`config.mk`:
```
export PLATFORM = sky130hd
export DESIGN_NAME = timed_cover_position_controller
export DESIGN_NICKNAME = d
export VERILOG_FILES = /design/src/tcpc_pkg.sv /design/src/tcpc_ctrl.sv /design/src/tcpc_dp.sv /design/src/timed_cover_position_controller.sv
export VERILOG_INCLUDE_DIRS = /design/src /design/src/src
export SDC_FILE = /design/constraint.sdc
export NUM_CORES = 1
export LEC_CHECK = 0
export BUFFER_PORTS_ARGS = -buffer_cell sky130_fd_sc_hd__buf_2
export CAP_MARGIN = 5
export CORE_MARGIN = 2
export CORE_UTILIZATION = 56
export DETAILED_ROUTE_END_ITERATION = 6
export MAX_ROUTING_LAYER = met4
export PLACE_DENSITY = 0.89
export SLEW_MARGIN = 20
export SYNTH_ARGS = -nofsm -noshare
export SYNTH_HDL_FRONTEND = slang
export SYNTH_SLANG_ARGS = --single-unit
```
`constraint.sdc`:
```
create_clock -name clk_i -period 5.9 [get_ports clk_i]
set_clock_uncertainty 0.1 [all_clocks]
set_input_delay 0 -clock clk_i [delete_from_list [all_inputs] [get_ports clk_i]]
set_output_delay 0 -clock clk_i [all_outputs]
set_load 0.03 [all_outputs]
```
`src/timed_cover_position_controller_assert.svh`:
```
// Assertion helpers for the position controller.
// Clocked on clk_i, disabled while rst_ni is low.
`ifndef TIMED_COVER_POSITION_CONTROLLER_ASSERT_SVH
`define TIMED_COVER_POSITION_CONTROLLER_ASSERT_SVH

// Same-cycle implication.
`define TCPC_ASSERT_NOW(name, ante, cons, msg) \
  name: assert property (@(posedge clk_i) disable iff (!rst_ni) (ante) |-> (cons)) \
    else $error(msg);

// Next-cycle implication.
`define TCPC_ASSERT_NEXT(name, ante, cons, msg) \
  name: assert property (@(posedge clk_i) disable iff (!rst_ni) (ante) |=> (cons)) \
    else $error(msg);

`endif

```
`src/tcpc_pkg.sv`:
```
package tcpc_pkg;

  localparam int unsigned DUR_W  = 20;
  localparam int unsigned POS_W  = 7;
  localparam int unsigned QUO_W  = 8;
  localparam int unsigned CNT_W  = $clog2(QUO_W);
  // remainder holds numerator below (2*dur) << QUO_W
  localparam int unsigned REM_W  = DUR_W + 1 + QUO_W;
  localparam int unsigned OUT_W  = 24;

  localparam logic [POS_W-1:0] POS_FULL = 7'd100;
  localparam logic [POS_W-1:0] POS_ZERO = 7'd0;
  localparam logic [DUR_W-1:0] DUR_RESET = 20'd30000;

  typedef logic [POS_W-1:0] pos_t;

  typedef enum logic [2:0] {
    MODE_STOP   = 3'd0,
    MODE_DOWN   = 3'd1,
    MODE_UP     = 3'd2,
    MODE_OPEN   = 3'd3,
    MODE_CLOSED = 3'd4
  } mode_e;

  typedef enum logic [1:0] {
    KIND_TICK       = 2'd0,
    KIND_CMD        = 2'd1,
    KIND_UP_RELAY   = 2'd2,
    KIND_DOWN_RELAY = 2'd3
  } kind_e;

  typedef enum logic [2:0] {
    CMD_STOP = 3'd0,
    CMD_DOWN = 3'd1,
    CMD_UP   = 3'd2,
    CMD_SET  = 3'd3,
    CMD_INIT = 3'd4
  } cmd_code_e;

  typedef enum logic [1:0] {
    REG_OPEN_DUR  = 2'd0,
    REG_CLOSE_DUR = 2'd1,
    REG_START_POS = 2'd2
  } reg_addr_e;

  typedef enum logic [2:0] {
    ST_IDLE,
    ST_DECODE,
    ST_NUMER,
    ST_CHECK,
    ST_DIV,
    ST_FINISH
  } state_e;

  typedef struct packed {
    logic load_item;
    logic elapse;
    logic numer;
    logic check;
    logic div_step;
    logic finish;
  } ctrl_cmd_t;

  typedef struct packed {
    logic tick_move;
  } dp_status_t;

  function automatic pos_t sat100(input pos_t v);
    return (v > POS_FULL) ? POS_FULL : v;
  endfunction

endpackage

```
`src/tcpc_ctrl.sv`:
```
module tcpc_ctrl (
  input  logic                  clk_i,
  input  logic                  rst_ni,
  input  logic                  s_valid_i,
  output logic                  s_ready_o,
  output logic                  m_valid_o,
  input  logic                  m_ready_i,
  input  tcpc_pkg::dp_status_t  status_i,
  output tcpc_pkg::ctrl_cmd_t   cmd_o
);

  tcpc_pkg::state_e                state_q, state_d;
  logic [tcpc_pkg::CNT_W-1:0]      cnt_q, cnt_d;
  logic                            m_valid_q, m_valid_d;
  logic                            out_free;
  logic                            cnt_last;

  assign out_free = !m_valid_q || m_ready_i;
  assign cnt_last = (cnt_q == tcpc_pkg::CNT_W'(tcpc_pkg::QUO_W - 1));

  // next state
  always_comb begin
    state_d = state_q;
    case (state_q)
      tcpc_pkg::ST_IDLE: begin
        if (s_valid_i) state_d = tcpc_pkg::ST_DECODE;
      end
      tcpc_pkg::ST_DECODE: begin
        state_d = status_i.tick_move ? tcpc_pkg::ST_NUMER : tcpc_pkg::ST_FINISH;
      end
      tcpc_pkg::ST_NUMER:  state_d = tcpc_pkg::ST_CHECK;
      tcpc_pkg::ST_CHECK:  state_d = tcpc_pkg::ST_DIV;
      tcpc_pkg::ST_DIV: begin
        if (cnt_last) state_d = tcpc_pkg::ST_FINISH;
      end
      tcpc_pkg::ST_FINISH: begin
        if (out_free) state_d = tcpc_pkg::ST_IDLE;
      end
      default: state_d = tcpc_pkg::ST_IDLE;
    endcase
  end

  // outputs
  always_comb begin
    cmd_o     = '0;
    s_ready_o = 1'b0;
    cnt_d     = cnt_q;
    m_valid_d = m_valid_q && !m_ready_i;
    case (state_q)
      tcpc_pkg::ST_IDLE: begin
        s_ready_o       = 1'b1;
        cmd_o.load_item = s_valid_i;
      end
      tcpc_pkg::ST_DECODE: cmd_o.elapse = status_i.tick_move;
      tcpc_pkg::ST_NUMER:  cmd_o.numer  = 1'b1;
      tcpc_pkg::ST_CHECK: begin
        cmd_o.check = 1'b1;
        cnt_d       = '0;
      end
      tcpc_pkg::ST_DIV: begin
        cmd_o.div_step = 1'b1;
        cnt_d          = cnt_q + 1'b1;
      end
      tcpc_pkg::ST_FINISH: begin
        cmd_o.finish = out_free;
        if (out_free) m_valid_d = 1'b1;
      end
      default: ;
    endcase
  end

  always_ff @(posedge clk_i or negedge rst_ni) begin
    if (!rst_ni) begin
      state_q   <= tcpc_pkg::ST_IDLE;
      cnt_q     <= '0;
      m_valid_q <= 1'b0;
    end else begin
      state_q   <= state_d;
      cnt_q     <= cnt_d;
      m_valid_q <= m_valid_d;
    end
  end

  assign m_valid_o = m_valid_q;

endmodule

```
`src/tcpc_dp.sv`:
```
module tcpc_dp #(
  parameter int unsigned TIME_BITS = 20
) (
  input  logic                              clk_i,
  input  logic                              rst_ni,
  input  tcpc_pkg::ctrl_cmd_t               cmd_i,
  output tcpc_pkg::dp_status_t              status_o,
  input  logic [1:0]                        kind_i,
  input  logic [2:0]                        command_i,
  input  logic [tcpc_pkg::POS_W-1:0]        percent_i,
  input  logic                              relay_on_i,
  input  logic [tcpc_pkg::DUR_W-1:0]        open_dur_i,
  input  logic [tcpc_pkg::DUR_W-1:0]        close_dur_i,
  input  logic                              sp_wr_i,
  input  logic [tcpc_pkg::POS_W-1:0]        sp_val_i,
  output logic [tcpc_pkg::OUT_W-1:0]        out_data_o
);

  localparam int unsigned NUM_W = TIME_BITS + 9;
  localparam int unsigned CMP_W = (NUM_W > tcpc_pkg::REM_W) ? NUM_W : tcpc_pkg::REM_W;

  // latched item
  logic [1:0]                    kind_q;
  logic [2:0]                    cmd_q;
  tcpc_pkg::pos_t                pct_q;
  logic                          on_q;

  // controller state
  tcpc_pkg::mode_e               mode_q, mode_d;
  tcpc_pkg::pos_t                pos_q, pos_d, tgt_q, tgt_d, org_q, org_d;
  logic [TIME_BITS-1:0]          el_q, el_d;
  logic                          init_q, init_d;

  // divider
  logic [NUM_W-1:0]              num_q;
  logic [tcpc_pkg::DUR_W:0]      den_q;
  logic [tcpc_pkg::REM_W-1:0]    rem_q, dsh_q;
  logic [tcpc_pkg::QUO_W-1:0]    quo_q;
  logic                          sat_q;
  logic [tcpc_pkg::DUR_W-1:0]    dur;
  logic [NUM_W-1:0]              el_ext;
  logic [CMP_W-1:0]              num_ext, den_top;

  logic [tcpc_pkg::OUT_W-1:0]    out_q, out_d;

  logic                          moving;
  tcpc_pkg::pos_t                delta, pct_sat, p_up, p_dn;
  logic [tcpc_pkg::POS_W:0]      sum_up;
  logic                          start_req;
  tcpc_pkg::mode_e               start_dir;

  assign moving = (mode_q == tcpc_pkg::MODE_UP) || (mode_q == tcpc_pkg::MODE_DOWN);
  assign status_o.tick_move = (kind_q == tcpc_pkg::KIND_TICK) && moving;

  assign dur     = (mode_q == tcpc_pkg::MODE_UP) ? open_dur_i : close_dur_i;
  assign el_ext  = NUM_W'(el_q);
  assign num_ext = CMP_W'(num_q);
  assign den_top = CMP_W'(den_q) << tcpc_pkg::QUO_W;

  always_ff @(posedge clk_i) begin
    if (cmd_i.load_item) begin
      kind_q <= kind_i;
      cmd_q  <= command_i;
      pct_q  <= percent_i;
      on_q   <= relay_on_i;
    end
    if (cmd_i.numer) begin
      // elapsed*200 + dur, rounding bias for division by 2*dur
      num_q <= (el_ext << 7) + (el_ext << 6) + (el_ext << 3) + NUM_W'(dur);
      den_q <= {dur, 1'b0};
    end
    if (cmd_i.check) begin
      sat_q <= (num_ext >= den_top);
      rem_q <= num_ext[tcpc_pkg::REM_W-1:0];
      dsh_q <= tcpc_pkg::REM_W'(den_q) << (tcpc_pkg::QUO_W - 1);
      quo_q <= '0;
    end
    if (cmd_i.div_step) begin
      if (rem_q >= dsh_q) begin
        rem_q <= rem_q - dsh_q;
        quo_q <= {quo_q[tcpc_pkg::QUO_W-2:0], 1'b1};
      end else begin
        quo_q <= {quo_q[tcpc_pkg::QUO_W-2:0], 1'b0};
      end
      dsh_q <= dsh_q >> 1;
    end
    if (cmd_i.finish) out_q <= out_d;
  end

  // delta saturates at full travel; zero duration lands here too
  assign delta   = (sat_q || (quo_q > tcpc_pkg::QUO_W'(tcpc_pkg::POS_FULL))) ?
                   tcpc_pkg::POS_FULL : quo_q[tcpc_pkg::POS_W-1:0];
  assign sum_up  = {1'b0, org_q} + {1'b0, delta};
  assign p_up    = (sum_up > {1'b0, tcpc_pkg::POS_FULL}) ?
                   tcpc_pkg::POS_FULL : sum_up[tcpc_pkg::POS_W-1:0];
  assign p_dn    = (delta >= org_q) ? tcpc_pkg::POS_ZERO : org_q - delta;
  assign pct_sat = tcpc_pkg::sat100(pct_q);

  always_comb begin
    mode_d    = mode_q;
    pos_d     = pos_q;
    tgt_d     = tgt_q;
    org_d     = org_q;
    el_d      = el_q;
    init_d    = init_q;
    start_req = 1'b0;
    start_dir = tcpc_pkg::MODE_UP;
    if (sp_wr_i) begin
      if (!moving) begin
        pos_d  = tcpc_pkg::sat100(sp_val_i);
        tgt_d  = tcpc_pkg::sat100(sp_val_i);
        org_d  = tcpc_pkg::sat100(sp_val_i);
        mode_d = tcpc_pkg::MODE_STOP;
      end
    end else if (cmd_i.elapse) begin
      if (!(&el_q)) el_d = el_q + 1'b1;
    end else if (cmd_i.finish) begin
      case (kind_q)
        tcpc_pkg::KIND_TICK: begin
          if (mode_q == tcpc_pkg::MODE_UP) begin
            pos_d = p_up;
            if (p_up >= tgt_q) begin
              pos_d  = tgt_q;
              mode_d = (tgt_q == tcpc_pkg::POS_FULL) ? tcpc_pkg::MODE_OPEN :
                                                       tcpc_pkg::MODE_STOP;
            end
          end else if (mode_q == tcpc_pkg::MODE_DOWN) begin
            pos_d = p_dn;
            if (p_dn <= tgt_q) begin
              pos_d = tgt_q;
              if (tgt_q == tcpc_pkg::POS_ZERO) begin
                mode_d = tcpc_pkg::MODE_CLOSED;
                init_d = 1'b0;
              end else begin
                mode_d = tcpc_pkg::MODE_STOP;
              end
            end
          end
        end
        tcpc_pkg::KIND_CMD: begin
          case (cmd_q)
            tcpc_pkg::CMD_STOP: begin
              if (moving) begin
                mode_d = tcpc_pkg::MODE_STOP;
                tgt_d  = pos_q;
              end
            end
            tcpc_pkg::CMD_DOWN: begin
              if (mode_q != tcpc_pkg::MODE_DOWN && pos_q != tcpc_pkg::POS_ZERO) begin
                tgt_d     = tcpc_pkg::POS_ZERO;
                start_req = 1'b1;
                start_dir = tcpc_pkg::MODE_DOWN;
              end
            end
            tcpc_pkg::CMD_UP: begin
              if (mode_q != tcpc_pkg::MODE_UP && pos_q < tcpc_pkg::POS_FULL) begin
                tgt_d     = tcpc_pkg::POS_FULL;
                start_req = 1'b1;
                start_dir = tcpc_pkg::MODE_UP;
              end
            end
            tcpc_pkg::CMD_SET: begin
              if (pct_sat != pos_q) begin
                tgt_d     = pct_sat;
                start_req = 1'b1;
                start_dir = (pct_sat > pos_q) ? tcpc_pkg::MODE_UP : tcpc_pkg::MODE_DOWN;
              end else begin
                if (moving) mode_d = tcpc_pkg::MODE_STOP;
                tgt_d = pos_q;
              end
            end
            tcpc_pkg::CMD_INIT: begin
              if (mode_q != tcpc_pkg::MODE_DOWN) begin
                init_d    = 1'b1;
                tgt_d     = tcpc_pkg::POS_ZERO;
                start_req = 1'b1;
                start_dir = tcpc_pkg::MODE_DOWN;
              end
            end
            default: ;
          endcase
        end
        tcpc_pkg::KIND_UP_RELAY: begin
          if (on_q) begin
            tgt_d     = tcpc_pkg::POS_FULL;
            start_req = 1'b1;
            start_dir = tcpc_pkg::MODE_UP;
          end else if (mode_q == tcpc_pkg::MODE_UP) begin
            mode_d = tcpc_pkg::MODE_STOP;
            tgt_d  = pos_q;
          end
        end
        default: begin
          if (on_q) begin
            tgt_d     = tcpc_pkg::POS_ZERO;
            start_req = 1'b1;
            start_dir = tcpc_pkg::MODE_DOWN;
          end else if (mode_q == tcpc_pkg::MODE_DOWN) begin
            mode_d = tcpc_pkg::MODE_STOP;
            tgt_d  = pos_q;
          end
        end
      endcase
      // keep timing when already heading the same way
      if (start_req && mode_q != start_dir) begin
        mode_d = start_dir;
        org_d  = pos_q;
        el_d   = '0;
      end
    end
  end

  assign out_d = {2'b00,
                  (tgt_d != tgt_q),
                  (mode_d != mode_q),
                  init_d,
                  mode_d,
                  tgt_d,
                  pos_d,
                  (mode_d == tcpc_pkg::MODE_DOWN),
                  (mode_d == tcpc_pkg::MODE_UP)};

  always_ff @(posedge clk_i or negedge rst_ni) begin
    if (!rst_ni) begin
      mode_q <= tcpc_pkg::MODE_STOP;
      pos_q  <= tcpc_pkg::POS_ZERO;
      tgt_q  <= tcpc_pkg::POS_ZERO;
      org_q  <= tcpc_pkg::POS_ZERO;
      el_q   <= '0;
      init_q <= 1'b0;
    end else begin
      mode_q <= mode_d;
      pos_q  <= pos_d;
      tgt_q  <= tgt_d;
      org_q  <= org_d;
      el_q   <= el_d;
      init_q <= init_d;
    end
  end

  assign out_data_o = out_q;

endmodule

```
`src/timed_cover_position_controller.sv`:
```
// Flow: a tick while moving passes through decode, numerator, check, the
// restoring divider that turns elapsed time into percent, and finish;
// any other item goes from decode straight to finish.
// No new item is taken until finish has passed its result to a free output.
// Reset (async, active low): stopped, position/target 0, durations 30000 ms.
`include "timed_cover_position_controller_assert.svh"

module timed_cover_position_controller #(
  parameter int unsigned TIME_BITS = 20
) (
  input  logic        clk_i,
  input  logic        rst_ni,
  input  logic        s_axis_tvalid_i,
  output logic        s_axis_tready_o,
  // [2:0] command, [9:3] percent, [10] relay_on, [15:11] zero
  input  logic [15:0] s_axis_tdata_i,
  // [1:0] kind
  input  logic [1:0]  s_axis_tuser_i,
  output logic        m_axis_tvalid_o,
  input  logic        m_axis_tready_i,
  // [0] up_drive, [1] down_drive, [8:2] position_now, [15:9] target_now,
  // [18:16] motion_state, [19] init_active, [20] state_changed,
  // [21] target_changed, [23:22] zero
  output logic [23:0] m_axis_tdata_o,
  input  logic        psel,
  input  logic        penable,
  input  logic        pwrite,
  input  logic [3:0]  paddr,
  input  logic [31:0] pwdata,
  output logic [31:0] prdata,
  output logic        pready
);

  logic [tcpc_pkg::DUR_W-1:0]  open_dur_q, close_dur_q;
  logic [tcpc_pkg::POS_W-1:0]  start_pos_q;
  logic                        wr_en;
  logic                        sp_wr;
  tcpc_pkg::ctrl_cmd_t         cmd;
  tcpc_pkg::dp_status_t        status;

  assign pready = 1'b1;
  assign wr_en  = psel && penable && pwrite;
  assign sp_wr  = wr_en && (paddr[3:2] == tcpc_pkg::REG_START_POS);

  always_ff @(posedge clk_i or negedge rst_ni) begin
    if (!rst_ni) begin
      open_dur_q  <= tcpc_pkg::DUR_RESET;
      close_dur_q <= tcpc_pkg::DUR_RESET;
      start_pos_q <= tcpc_pkg::POS_ZERO;
    end else if (wr_en) begin
      case (paddr[3:2])
        tcpc_pkg::REG_OPEN_DUR:  open_dur_q  <= pwdata[tcpc_pkg::DUR_W-1:0];
        tcpc_pkg::REG_CLOSE_DUR: close_dur_q <= pwdata[tcpc_pkg::DUR_W-1:0];
        tcpc_pkg::REG_START_POS: start_pos_q <= pwdata[tcpc_pkg::POS_W-1:0];
        default: ;
      endcase
    end
  end

  always_comb begin
    case (paddr[3:2])
      tcpc_pkg::REG_OPEN_DUR:  prdata = 32'(open_dur_q);
      tcpc_pkg::REG_CLOSE_DUR: prdata = 32'(close_dur_q);
      tcpc_pkg::REG_START_POS: prdata = 32'(start_pos_q);
      default:                 prdata = '0;
    endcase
  end

  tcpc_ctrl u_ctrl (
    .clk_i     (clk_i),
    .rst_ni    (rst_ni),
    .s_valid_i (s_axis_tvalid_i),
    .s_ready_o (s_axis_tready_o),
    .m_valid_o (m_axis_tvalid_o),
    .m_ready_i (m_axis_tready_i),
    .status_i  (status),
    .cmd_o     (cmd)
  );

  tcpc_dp #(
    .TIME_BITS (TIME_BITS)
  ) u_dp (
    .clk_i       (clk_i),
    .rst_ni      (rst_ni),
    .cmd_i       (cmd),
    .status_o    (status),
    .kind_i      (s_axis_tuser_i),
    .command_i   (s_axis_tdata_i[2:0]),
    .percent_i   (s_axis_tdata_i[9:3]),
    .relay_on_i  (s_axis_tdata_i[10]),
    .open_dur_i  (open_dur_q),
    .close_dur_i (close_dur_q),
    .sp_wr_i     (sp_wr),
    .sp_val_i    (pwdata[tcpc_pkg::POS_W-1:0]),
    .out_data_o  (m_axis_tdata_o)
  );

  `TCPC_ASSERT_NOW(a_one_relay, m_axis_tvalid_o, !(m_axis_tdata_o[0] && m_axis_tdata_o[1]), "both relays driven")
  `TCPC_ASSERT_NOW(a_pos_range, m_axis_tvalid_o, m_axis_tdata_o[8:2] <= tcpc_pkg::POS_FULL, "position above 100")
  `TCPC_ASSERT_NEXT(a_one_item, s_axis_tvalid_i && s_axis_tready_o, !s_axis_tready_o, "second item taken while busy")

endmodule
```
==> results of run 1 <==
==> kinds of logic after synthesis <==
logic type               share of synthesized area (%)
AND/OR/NAND/NOR                                   15.0
XOR/XNOR                                          4.74
AO/OA/AOI/OAI                                     15.8
buffers and inverters                             5.53
flip-flops                                        38.9
other                                           0.0442
multiplexers                                      8.02
adder cells (fa/ha/maj)                           11.9
==> cell type report <==
type / count / area [um^2]
Clock buffer: 33 / 761
Timing Repair Buffer: 149 / 1010
Tap cell: 390 / 488
Multi-Input combinational cell: 1332 / 9570
Sequential cell: 246 / 6620
Clock inverter: 17 / 118
Inverter: 151 / 567
Fill cell: 2230 / 10700
==> per-layer routing <==
layer	vias up	global-route usage, %	wire length, um
li1	6587	-	-
met1	6861	39.3	18800
met2	801	47.6	21400
met3	166	4.39	4080
met4	0	11.0	1800
met5	-	-	0
==> worst max-delay path: stages (launching register included) <==
cell and delay, ns:
dfrtp_1 0.48, ha_1 0.36, fa_1 0.52, a21oi_2 0.24
o211ai_1 0.17, a311oi_1 0.32, o21bai_1 0.14, o31a_1 0.32
xnor2_1 0.17, fa_1 0.54, inv_1 0.04, ha_1 0.27
a21o_1 0.21, a21o_1 0.18, a21oi_1 0.19, nor2b_1 0.07
nor2_1 0.21, a21boi_4 0.12, and4_4 0.19, a221o_1 0.25
a221o_1 0.34
==> state kept, by name, summed over array words and instances, names as in the netlist, 8 cells and up <==
name and count:
u_dp.out_data_o 22, close_dur_q 20, u_dp.rem_q 29, open_dur_q 20, u_dp.quo_q 8, u_dp.num_ext 29, u_dp.dsh_q 28, u_dp.el_q 20
u_dp.den_q 17
==> where the power goes <==
group / switching [uW] / total [uW] / internal, uW
Clock: 723 / 1680 / 959
Combinational: 3760 / 6300 / 2540
Sequential: 515 / 3070 / 2560
==> metrics by stage <==
stage	area, um^2	power [uW]	hold WS (ns)	util [%]	TNS, ns
2_1_floorplan	17100	7550	-0.396	-	0
3_3_place_gp	17800	8760	-0.175	59.7	0
4_1_cts	19100	10800	0.0591	64.0	0
6_report	19100	11100	0.0664	64.2	0
3_5_place_dp	17800	9060	-0.166	59.7	0
5_1_grt	19100	11800	0.0734	64.2	-0.0111
==> path summary, 6_finish.rpt <==
| kind | startpoint | end | slack (ns) | cells after the start |
|---|---|---|---|---|
| worst max-delay path | u_dp.el_q[0]$_DFFE_PN0P_ | u_dp.num_ext[27]$_DFFE_PP_ | 0.21 | 20 |
| worst min-delay path | s_axis_tdata_i[6] | u_dp.pct_q[3]$_DFFE_PP_ | 0.07 | 2 |
| worst max register to register | u_dp.el_q[0]$_DFFE_PN0P_ | u_dp.num_ext[27]$_DFFE_PP_ | 0.21 | 20 |
| worst min register to register | u_dp.rem_q[28]$_DFF_P_ | u_dp.rem_q[28]$_DFF_P_ | 0.39 | 2 |
| max in group asynchronous | rst_ni | u_dp.el_q[13]$_DFFE_PN0P_ | 3.75 | 4 |
| min in group asynchronous | rst_ni | open_dur_q[12]$_DFFE_PN1P_ | 0.59 | 3 |
==> cell usage in the layout, fill, tap and decap left out, types with 84 or more instances in the layout <==
cell type and n:
o21ai_0 84, dfrtp_1 85, ha_1 132, a21oi_1 94, buf_2 84, nand2_1 175, inv_1 148, edfxtp_1 118
mux2i_1 89, nor2_1 148
==> timing repair <==
action                                  in CTS  in global routing
endpoints found under the hold margin      173                  0
hold buffers                                41                  0
endpoints found under the setup margin       0                 11
buffers inserted                             0                  1
gates resized for setup                      0                 12
==> summary.md, run 1 <==
| Metric | Value |
|---|---|
| Antenna viol nets, final | `0` |
| Arrival time at the worst endpoint | `between 5 and 6 ns` |
| Max Freq | `between 150 and 200 MHz` |
| Syn Area/Cell | `9.46 um^2` |
| Distinct cells, synth | `a little over 90` |
| Final setup fails | `0` |
| Root Driver | `clkbuf_16` |
| Area leader, netlist | `edfxtp_1` |
| Non-filler cells, final | `approximately 2,300` |
| Post-synth EDFFs | `roughly 120` |
| Initial Util | `57.1%` |
| Sequential share of the synthesized area | `about two fifths` |
| Pwr dens | `approximately 580 mW/mm^2` |
| Detailed Routing Iterations Pass 1 | `7` |
| Port Buffers | `85` |
| Post-synth top cells | `nand2_1, nor2_1, inv_1, ha_1, edfxtp_1` |
| Die Wd | `178 um` |
| Least-Margin Pin Slew | `1.02 ns` |
| DRT iter0 DRCs | `1,630` |
| Max Slew Vio Count | `0` |
| Number of hold violations in the final report | `0` |
| Std-Cell Rows | `63` |
| Drt drc | `0` |
| Clock Latency Late Sink | `approximately 0.56 ns` |
| Area contributors post-synth | `edfxtp_1, dfrtp_1, ha_1, mux2i_1, nand2_1` |
| Max Buffers Root-to-Sink | `3` |
| Synth warn | `0` |
| HP Class | `in2reg` |
| GRT overflow | `0` |
| CTS Sinks | `246` |
| Cells after DPL | `approximately 2,200` |
| CP Max Fanout | `6` |
| CTS tree | `built` |
| Leading cell type by number of instances after synthesis | `nand2_1` |
| Syn Inst Count | `1,798` |
| DIE AREA | `around 0.032 mm^2` |
| H-Tree Depth | `1` |
| WP data required | `about 6.1 ns` |
| Final WS setup | `between 0.2 and 0.25 ns` |
| Asr flop ratio synth | `~40%` |
| Largest net degree at the start of global routing | `73` |
| Tcrit/Tclk final | `96.4%` |
| Core area | `0.0298 mm^2` |
| Die Height | `about 180 um` |
| Wire length per cell | `between 15 and 20 um` |
| GP Congestion | `~0.97` |
| Vias in the first global route | `about 14,000` |
| Estimated wirelength of the detail-placed design | `32.1 mm` |
| Crit path launch type | `flop` |
| Maximum VDD drop | `about 0.35 mV` |
| Slew headroom | `between 30 and 40%` |
| Initial antenna violation count | `0` |
| Ant. Diodes | `0` |
| IO Count | `between 100 and 150` |
| Pre-CTS setup slack | `~0.30 ns` |
| Global-route wire length before repair | `about 74 mm` |
| Crit end category | `flop` |
| Max cap viols | `0` |
| Crit path kind | `reg2reg` |
| Reg clk slew, reported paths | `~0.060 ns` |
| Min cycle time layout | `approximately 5.7 ns` |
| Area of the mapped netlist | `between 0.015 and 0.02 mm^2` |
| Outcome | `complete, no violations` |
| FF+latch count, synth | `between 200 and 250` |
| Yosys top cell area share | `between 20% and 30%` |
| Synth Flop Type | `edfxtp_1` |
| All-layer global routing usage | `between 20 and 30%` |
| Final net count | `about 2,100` |
| CTS buffer count | `27` |
| Final WL | `46.1 mm` |
| Leakage | `0.00868 uW` |
| DR vias/cell | `6.22` |
| Layout cells sized above 1 | `roughly an eighth` |
| Area Growth Syn to Fin | `12.5%` |
| Via Count | `14,400` |
Power figures use the tool's default switching activity.
==> inputs of run 2 (changes only) <==
- CORE_UTILIZATION: 56 -> 60
- PLACE_DENSITY: 0.89 -> 0.9
- clock period: 5.9 -> 5.3 ns (I/O delays scaled with it)
==> summary.md, run 2 (same netlist as run 1, synthesis figures left out) <==
| Metric | Value |
|---|---|
| Final WS setup | `-0.139 ns (-0.351 ns)` |
| Placed cell area | `0.0180 mm^2 (+1.1%)` |
| Commonest non-fill, non-tap cells in the layout | `nand2_1, inv_1, nor2_1` |
| Core area | `0.0279 mm^2 (-6.5%)` |
| WP data required | `5.50 ns (-0.62 ns)` |
| Global-route wire length before repair | `72.8 mm (-1.6%)` |
| Die Wd | `172 um (-3.3%)` |
| Slew headroom | `33.1% (+1.1 points)` |
| CTS buffer count | `27 (unchanged)` |
| Reg clk slew, reported paths | `0.06 ns (about the same)` |
| IO Count | `120 (unchanged)` |
| All-layer global routing usage | `31.8% (+1.9 points)` |
| Pwr dens | `654 mW/mm^2 (+13%)` |
| H-Tree Depth | `1 (unchanged)` |
| Max Freq | `184 MHz (+4.6%)` |
| Clock Latency Late Sink | `0.55 ns (about the same)` |
| Failing checks | `negative setup slack` |
| Detailed Routing Iterations Pass 1 | `6 (-1)` |
| DR vias/cell | `6.25 (+0.58%)` |
| Std-Cell Rows | `61 (-3.2%)` |
| GRT overflow | `0 (unchanged)` |
| Antenna viol nets, final | `0 (unchanged)` |
| Crit end category | `flop` |
| Min cycle time layout | `5.44 ns (-0.249 ns)` |
| Via Count | `14,600 (+1.4%)` |
| CP peak stage delay | `0.47 ns (-0.07 ns)` |
| Max cap viols | `0 (unchanged)` |
| Switching portion of total power | `44.7% (-0.48 points)` |
| Max Buffers Root-to-Sink | `3 (unchanged)` |
| Tcrit/Tclk final | `103% (+6.2 points)` |
| GP Congestion | `0.953 (-1.5%)` |
| Outcome | `finished, violations left` |
| Maximum VDD drop | `0.413 mV (+18%)` |
| Final WL | `46.6 mm (+0.97%)` |
| Fin area | `0.0196 mm^2 (+2.2%)` |
| Max Slew Vio Count | `0 (unchanged)` |
| Final setup fails | `4 (+4)` |
| CTS Sinks | `246 (unchanged)` |
| CP dominant cell by count | `a21oi_2` |
| Die Height | `172 um (-3.3%)` |
| Crit path kind | `reg2reg` |
| Area Growth Syn to Fin | `15.0%` |
| Drt drc | `0 (unchanged)` |
| Most common cell after layout, fill and taps aside | `nand2_1` |
| Comb power frac | `58.4% (+1.4 points)` |
| Switching power | `5720 uW (+14%)` |
| CP max-delay cell | `or4b_4` |
| Setup TNS | `-0.333 ns (-0.333 ns)` |
| Leakage | `0.00888 uW (+2.2%)` |
| HP Class | `in2reg` |
| Largest net degree at the start of global routing | `48 (-34%)` |
| DRT iter0 DRCs | `1,534 (-5.9%)` |
| Initial antenna violation count | `0 (unchanged)` |
| Tot Pwr | `12,800 uW (+16%)` |
| Final net count | `2,151 (+1.5%)` |
| Reg power frac | `26.5% (-1.3 points)` |
| Final Util | `70.2% (+6.0 points)` |
| Clock group share of total power | `15.0% (-0.2 points)` |
| Number of hold violations in the final report | `0 (unchanged)` |
| Estimated wirelength of the detail-placed design | `32.3 mm (+0.69%)` |
| Initial Util | `61.1% (+4.0 points)` |
| RSZ-0062 raised after global routing | `yes` |
| Layout fillers | `1,929 (-13%)` |
| Layout cells sized above 1 | `16.1% (+3.4 points)` |
| Root Driver | `clkbuf_16` |
| Arrival time at the worst endpoint | `5.64 ns (-0.26 ns)` |
| Port Buffers | `85 (unchanged)` |
| Least-Margin Pin Slew | `1.00 ns (-0.0161 ns)` |
| Internal Power | `7070 uW (+17%)` |
| CP Max Fanout | `3 (-3)` |
| CTS tree | `built` |
| Crit path launch type | `flop` |
| Wire length per cell | `19.9 um (+0.15%)` |
| Vias in the first global route | `14,100 (-0.73%)` |
| Ant. Diodes | `0 (unchanged)` |
| DIE AREA | `0.0297 mm^2 (-6.5%)` |
==> run 2: layer usage <==
| metal | vias to the layer above | global-route usage (%) | wire, um |
|---|---|---|---|
| li1 | 6658 | - | - |
| met1 | 7102 | 42.2 | 19300 |
| met5 | - | - | 0 |
| met4 | 0 | 8.84 | 1250 |
| met2 | 742 | 51.7 | 22100 |
| met3 | 115 | 4.35 | 3890 |
==> run 2: power groups by stage <==
stage	combinational (uW)	clock, uW	sequential (uW)
after CTS	7070	1920	3350
after detailed placement	6860	0	3370
after global routing	8180	2000	3440
final	7470	1920	3390
after floorplan	5210	0	3240
after global placement	6600	0	3340
==> run 2: path summary, 6_finish.rpt <==
path	cells past startpoint	start	slack (ns)	to
setup / recovery	26	u_dp.quo_q[0]$_SDFFCE_PN0N_	-0.14	u_dp.out_data_o[0]$_DFFE_PP_
setup reg to reg	26	u_dp.quo_q[0]$_SDFFCE_PN0N_	-0.14	u_dp.out_data_o[0]$_DFFE_PP_
hold / removal	4	penable	0.07	open_dur_q[1]$_DFFE_PN0P_
min in group asynchronous	3	rst_ni	0.53	close_dur_q[13]$_DFFE_PN1P_
hold reg to reg	2	start_pos_q[0]$_DFFE_PN0P_	0.39	start_pos_q[0]$_DFFE_PN0P_
max in group asynchronous	4	rst_ni	3.91	u_ctrl.state_q[1]$_DFFE_PN0P_
==> run 2: repair_timing <==
action | CTS | global route
gates resized for setup | 13 | 34
setup endpoints to repair | 3 | 25
endpoints found under the hold margin | 133 | 0
buffers inserted | 5 | 7
hold buffers | 38 | 0
pin swaps | 14 | 35
==> run 2: metrics by stage <==
step                      hold WS (ns)  setup WS [ns]  cells
after CTS                       0.0361        -0.0279   2331
after global routing            0.0718         -0.344   2337
after global placement         -0.0318         0.0579   2239
after floorplan                 -0.396        -0.0356   1811
final                           0.0652         -0.139   2337
after detailed placement       -0.0276        -0.0432   2239
==> run 2: final cells by class <==
| class | instances | area [um^2] | share of cell area [%] |
|---|---|---|---|
| flip-flops and latches | 246 | 6620 | 33.8 |
| well taps | 378 | 473 | 2.42 |
| multi-input cells | 1332 | 9750 | 49.8 |
| clock inverters | 21 | 215 | 1.10 |
| inverters | 151 | 567 | 2.90 |
| repair buffers | 181 | 1260 | 6.47 |
| clock buffers | 28 | 679 | 3.47 |
==> run 2: critical path: cells and delay by family, from the launching register on <==
kind,cells,cell delay (ns)
buffers and inverters,1,0.04
flip-flops,1,0.42
AND/OR/NAND/NOR,9,1.66
adder cells (fa/ha/maj),3,0.75
AO/OA/AOI/OAI,12,2.16
XOR/XNOR,1,0.09
